[config.mk]
export PLATFORM = sky130hd
export DESIGN_NAME = tpb_lane
export DESIGN_NICKNAME = d
export VERILOG_FILES = /design/src/rtl/assert_macros.svh /design/src/rtl/tpb_pkg.sv /design/src/rtl/tpb_lane.sv
export SDC_FILE = /design/constraint.sdc
export NUM_CORES = 2
export LEC_CHECK = 0
export BUFFER_PORTS_ARGS = -buffer_cell sky130_fd_sc_hd__buf_4
export CAP_MARGIN = 10
export CORE_MARGIN = 5
export CORE_UTILIZATION = 65
export DETAILED_ROUTE_END_ITERATION = 6
export PLACE_DENSITY = 0.91
export SLEW_MARGIN = 20
export SYNTH_ARGS = -nofsm -noshare
export SYNTH_HDL_FRONTEND = slang
export SYNTH_SLANG_ARGS = --single-unit
[constraint.sdc]
create_clock -name clk -period 38.6 [get_ports clk]
set_input_delay 5.79 -clock clk [delete_from_list [all_inputs] [get_ports clk]]
set_output_delay 5.79 -clock clk [all_outputs]
set_load 0.03 [all_outputs]
[src/rtl/assert_macros.svh]
// Assertion macros for the blend weight core
`ifndef ASSERT_MACROS_SVH
`define ASSERT_MACROS_SVH
`ifndef SYNTHESIS
`define ASSERT_CLK(label, clk, rst, prop, msg) \
  label: assert property (@(posedge clk) disable iff (rst) (prop)) else $error(msg);
`define ASSERT_CLK_NR(label, clk, prop, msg) \
  label: assert property (@(posedge clk) (prop)) else $error(msg);
`else
`define ASSERT_CLK(label, clk, rst, prop, msg)
`define ASSERT_CLK_NR(label, clk, prop, msg)
`endif
`endif

[src/rtl/tpb_pkg.sv]
`default_nettype none
package tpb_pkg;

  localparam int NLANES = 3;
  localparam int LANE_LAT = 3;  // register stages in one power lane
  localparam int W_ONE = 65536;
  localparam int W_THIRD = 21845;

  localparam logic [0:0] REG_SHARPNESS = 1'd0;
  localparam logic [0:0] REG_NORMALIZE = 1'd1;

  typedef struct packed {
    logic signed [15:0] normal_x;
    logic signed [15:0] normal_y;
    logic signed [15:0] normal_z;
  } in_t;

  typedef struct packed {
    logic [16:0] weight_x;
    logic [16:0] weight_y;
    logic [16:0] weight_z;
  } out_t;

  // log2(1 + k/16) in Q16
  function automatic logic [16:0] log_tab(input logic [4:0] k);
    case (k)
      5'd0: log_tab = 17'd0;      5'd1: log_tab = 17'd5732;
      5'd2: log_tab = 17'd11136;  5'd3: log_tab = 17'd16248;
      5'd4: log_tab = 17'd21098;  5'd5: log_tab = 17'd25711;
      5'd6: log_tab = 17'd30109;  5'd7: log_tab = 17'd34312;
      5'd8: log_tab = 17'd38336;  5'd9: log_tab = 17'd42196;
      5'd10: log_tab = 17'd45904; 5'd11: log_tab = 17'd49472;
      5'd12: log_tab = 17'd52911; 5'd13: log_tab = 17'd56229;
      5'd14: log_tab = 17'd59434; 5'd15: log_tab = 17'd62534;
      default: log_tab = 17'd65536;
    endcase
  endfunction

  // 2^(k/16) in Q16
  function automatic logic [17:0] exp_tab(input logic [4:0] k);
    case (k)
      5'd0: exp_tab = 18'd65536;   5'd1: exp_tab = 18'd68438;
      5'd2: exp_tab = 18'd71468;   5'd3: exp_tab = 18'd74632;
      5'd4: exp_tab = 18'd77936;   5'd5: exp_tab = 18'd81386;
      5'd6: exp_tab = 18'd84990;   5'd7: exp_tab = 18'd88752;
      5'd8: exp_tab = 18'd92682;   5'd9: exp_tab = 18'd96785;
      5'd10: exp_tab = 18'd101070; 5'd11: exp_tab = 18'd105545;
      5'd12: exp_tab = 18'd110218; 5'd13: exp_tab = 18'd115098;
      5'd14: exp_tab = 18'd120194; 5'd15: exp_tab = 18'd125515;
      default: exp_tab = 18'd131072;
    endcase
  endfunction

endpackage
`default_nettype wire

[src/rtl/tpb_lane.sv]
`default_nettype none
// One power lane: |n|^s via table log2, multiply, table exp2. Three stages.
module tpb_lane (
  input  wire logic        clk,
  input  wire logic [15:0] raw,
  input  wire logic [15:0] sharpness,
  output logic [16:0]      weight
);

  // stage 1: magnitude, leading one, log2 table interpolation
  logic [16:0] a;
  logic [3:0]  p;
  logic [15:0] m;
  logic [15:0] f;
  logic [16:0] l0;
  logic [16:0] l1;
  logic [28:0] lprod;
  logic [16:0] lf;
  logic [19:0] lneg_c;

  always_comb begin
    a = raw[15] ? (17'h10000 - {1'b0, raw}) : {1'b0, raw};
    p = 4'd0;
    for (int b = 1; b < 16; b++) begin
      if (a[b]) p = 4'(b);
    end
    m = (a[15:0] << (4'd15 - p));
    if (a[16]) m = 16'h8000;
    f = {m[14:0], 1'b0};
    l0 = tpb_pkg::log_tab({1'b0, f[15:12]});
    l1 = tpb_pkg::log_tab({1'b0, f[15:12]} + 5'd1);
    lprod = (l1 - l0) * {5'd0, f[11:0]};
    lf = l0 + 17'(lprod >> 12);
    lneg_c = {(4'd15 - p), 16'd0} - {3'd0, lf};
  end

  logic [19:0] lneg;
  logic        zero_a1;
  logic        zero_s1;
  logic [15:0] s1;
  always_ff @(posedge clk) begin
    lneg <= lneg_c;
    zero_a1 <= (a == 17'd0);
    zero_s1 <= (sharpness == 16'd0);
    s1 <= sharpness;
  end

  // stage 2: exponent product
  logic [35:0] e_prod;
  logic [23:0] e;
  logic        zero_a2;
  logic        zero_s2;
  assign e_prod = lneg * s1;
  always_ff @(posedge clk) begin
    e <= e_prod[35:12];
    zero_a2 <= zero_a1;
    zero_s2 <= zero_s1;
  end

  // stage 3: exp2 table interpolation and shift
  logic [7:0]  q;
  logic [15:0] g;
  logic [16:0] h;
  logic [17:0] x0;
  logic [17:0] x1;
  logic [29:0] xprod;
  logic [17:0] xv;
  logic [17:0] w;
  logic [16:0] w_c;

  always_comb begin
    q = e[23:16];
    g = e[15:0];
    h = 17'h10000 - {1'b0, g};
    x0 = tpb_pkg::exp_tab({1'b0, h[15:12]});
    x1 = tpb_pkg::exp_tab({1'b0, h[15:12]} + 5'd1);
    xprod = (x1 - x0) * {6'd0, h[11:0]};
    xv = x0 + 18'(xprod >> 12);
    if (g == 16'd0) w = 18'h10000 >> q;
    else            w = xv >> (q + 8'd1);
    if (zero_s2)              w_c = 17'h10000;
    else if (zero_a2)         w_c = 17'd0;
    else if (q >= 8'd17)      w_c = 17'd0;
    else if (w > 18'h10000)   w_c = 17'h10000;
    else                      w_c = w[16:0];
  end

  always_ff @(posedge clk) begin
    weight <= w_c;
  end

endmodule
`default_nettype wire

==> impl_metrics.toml <==
[clock_network]
path_clk_slew_ns = 0.07
cts_root_buf = "clkbuf_16"
cts_setup_buffers = 0
clock_path_buffers = 2
cts_buffers = 9
cts_tree = "done"
clkLatencyLatePin_ns = 0.38
htreeDepth = 3
ctsHoldBuffers = 0
cts.sink_count = 81
cts-resized-gates = 0

[logic_synthesis]
synth-seq-cells = 81
synth_area_leader_cell = "fa_1"
yosysSeqAreaShare = 0.0486
synth_flop_cell = "dfxtp_1"
async_flop_share = 0
synth_commonest_cells = "743 x inv_1, 626 x fa_1, 560 x nand2_1, 354 x nor2_1, 300 x ha_1"
syn_area_per_cell_um2 = 8.25
synth_edf_count = 0
synth_area_leaders = "fa_1 38%, ha_1 11%, inv_1 8.4%, nand2_1 6.3%, dfxtp_1 4.9%"
syn_area_um2 = 33400
synth_top_area_share = 0.376
synthDistinctLibCells = 96
yosys_warnings = 0
synth_most_common_cell = "inv_1"
syn_inst = 4042

[floorplanning]
die_w_um = 237
num_rows = 83
io_pins = 50
core_area_um2 = 51100
die_y_um = 237
start_util = 0.653
fp.dieArea_um2 = 55900

[worst_setup_path]
path_class = "in2reg"
reg2regPathDepth = 59
worstSetupStartpointType = "input pin"
regToRegEndpoint = "weight[3]$_SDFF_PP0_"
slowest_delay_ns = 0.83
worstPathRequired_ns = 38.90
crit_buf_inv = 6
critical-path-top-delay-family = "compound AO/OA/AOI/OAI gates"
arrival_ns = 22.73
reg2reg_from = "e[0]$_DFF_P_"
end_kind = "register"
ff2ff_setup_slack_ns = 22.06
crit_path_top_delay_cell = "xnor2_2"
path_max_fanout = 23

[cells_and_area]
fin_nets = 4968
diodes = 0
post-route-util = 0.679
fill_cells = 3782
drive_gt1_frac = 0.0426
design_area_um2 = 34700
area_delta_synth_final_pct = 3.99
final-seq-area_um2 = 1620
multi_input_area_um2 = 28400

[place]
gp_congestion = 0.960
post-dp-hpwl_um = 71400
place_area_um2 = 34400
io_buffers = 49

[status]
outcome = "complete, no violations"

[drt]
wl_um = 89700
drt_iter0_drc = 2358
vias = 28600
via_per_inst = 6.08
remaining_drc_errors = 0
drtAntennaViolNets = 0
wire_per_inst_um = 19.1
dr.pass1.iters = 7

[grt]
grt_pass1_vias = 30100
antenna_found_initial = 0
grt_max_degree = 34
grt_usage = 0.320
grt-ovfl-total = 0
grt_pass1_wl_um = 147000

[hold_path]
hold_depth = 0
hold_path_end = "zero_a2$_DFF_P_"
worstHoldStart = "zero_a1$_DFF_P_"
hp-class = "reg2reg"

[job]
drv_cap = 0

[timing]
max-slew-margin-rel = 0.274
finalCritPeriodShare = 0.581
fin_skew_ns = 0.00947
setup_viol_count_final = 0
clock.fmax_ghz = 0.0446
worstMarginPinSlew_ns = 1.09
tns_ns = 0
rsz0062_at_grt = "no"
drv_slew = 0
fin_crit_ns = 22.42
whs_ns = 0.347
hold_viol = 0
==> sequential cells by signal (all words and copies together), names as in the netlist <==
name / count
lneg: 20
zero_s1: 1
e: 24
zero_a1: 1
zero_s2: 1
s1: 16
weight: 17
zero_a2: 1
==> through the flow <==
| step | setup WS [ns] | std cells |
|---|---|---|
| 2_1_floorplan | 18.33 | 4065 |
| 6_report | 16.18 | 4694 |
| 5_1_grt | 15.00 | 4694 |
| 3_3_place_gp | 16.43 | 4678 |
| 3_5_place_dp | 15.85 | 4678 |
| 4_1_cts | 16.26 | 4694 |
==> metal layers <==
metal / track usage / vias up / share of wire
met3: 0.0469 / 537 / 0.087
met5: 0 / - / 0
met2: 0.555 / 1642 / 0.49
met1: 0.381 / 13700 / 0.35
met4: 0.188 / 0 / 0.074
li1: - / 12700 / -
==> cell usage in the layout, fill, tap and decap left out, types with 7 or more instances in the layout <==
cell type | Yosys | routed
a211o_1 | 7 | 7
a211oi_1 | 29 | 29
a21boi_0 | 9 | 9
a21o_1 | 41 | 41
a21oi_1 | 129 | 129
a221o_1 | 7 | 7
a311oi_1 | 12 | 12
a31o_2 | 10 | 10
a31oi_1 | 26 | 26
and2_1 | 144 | 144
and3_1 | 31 | 31
buf_4 | 5 | 92
clkbuf_16 | 0 | 9
conb_1 | 2 | 25
dfxtp_1 | 81 | 81
fa_1 | 626 | 626
ha_1 | 300 | 300
inv_1 | 743 | 743
mux2_2 | 10 | 10
mux2i_1 | 28 | 28
nand2_1 | 560 | 560
nand2b_1 | 26 | 26
nand3_1 | 44 | 44
nand4_1 | 11 | 11
nor2_1 | 354 | 354
nor2b_1 | 30 | 30
nor3_1 | 70 | 70
nor4_1 | 20 | 20
o2111ai_1 | 8 | 8
o211ai_1 | 14 | 14
o21a_1 | 29 | 29
o21ai_0 | 99 | 99
o21bai_1 | 11 | 11
o31a_1 | 10 | 10
o31ai_1 | 14 | 13
or2_2 | 19 | 19
or3_1 | 13 | 13
or4_1 | 10 | 10
xnor2_1 | 131 | 129
xor2_1 | 59 | 58
==> worst max-delay path by stage <==
stage | from | to | slack [ns] | cells after the start
floorplan | raw[0] | lneg[19]$_DFF_P_ | 18.33 | 64
global placement | raw[5] | lneg[18]$_DFF_P_ | 16.43 | 57
detailed placement | raw[5] | lneg[19]$_DFF_P_ | 15.85 | 60
CTS | raw[5] | lneg[19]$_DFF_P_ | 16.26 | 60
global route | raw[0] | lneg[18]$_DFF_P_ | 15.00 | 59
finish | raw[0] | lneg[19]$_DFF_P_ | 16.18 | 62
==> layout make-up <==
class / count / area share
clock buffer: 11 / 0.00671
clock inverter: 5 / 0.00184
sequential: 81 / 0.0468
tap: 680 / 0.0245
multi-input combinational: 3080 / 0.820
timing repair buffer: 92 / 0.0199
inverter: 745 / 0.0806
==> logic make-up (layout without fill, tap and decap cells) <==
group | count (synthesis) | after routing | share of synthesized area
compound gates | 537 | 537 | 0.110
xor+xnor | 193 | 193 | 0.0517
simple gates | 1357 | 1357 | 0.185
mux | 40 | 40 | 0.0130
fa+ha+maj | 928 | 928 | 0.489
flops | 81 | 81 | 0.0486
buf+inv | 904 | 853 | 0.103
other cells | 2 | 25 | 0.000225
Power is left out: the tool's default activity adds up to more than one toggle a clock period on the data nets, which glitch-free logic cannot reach.
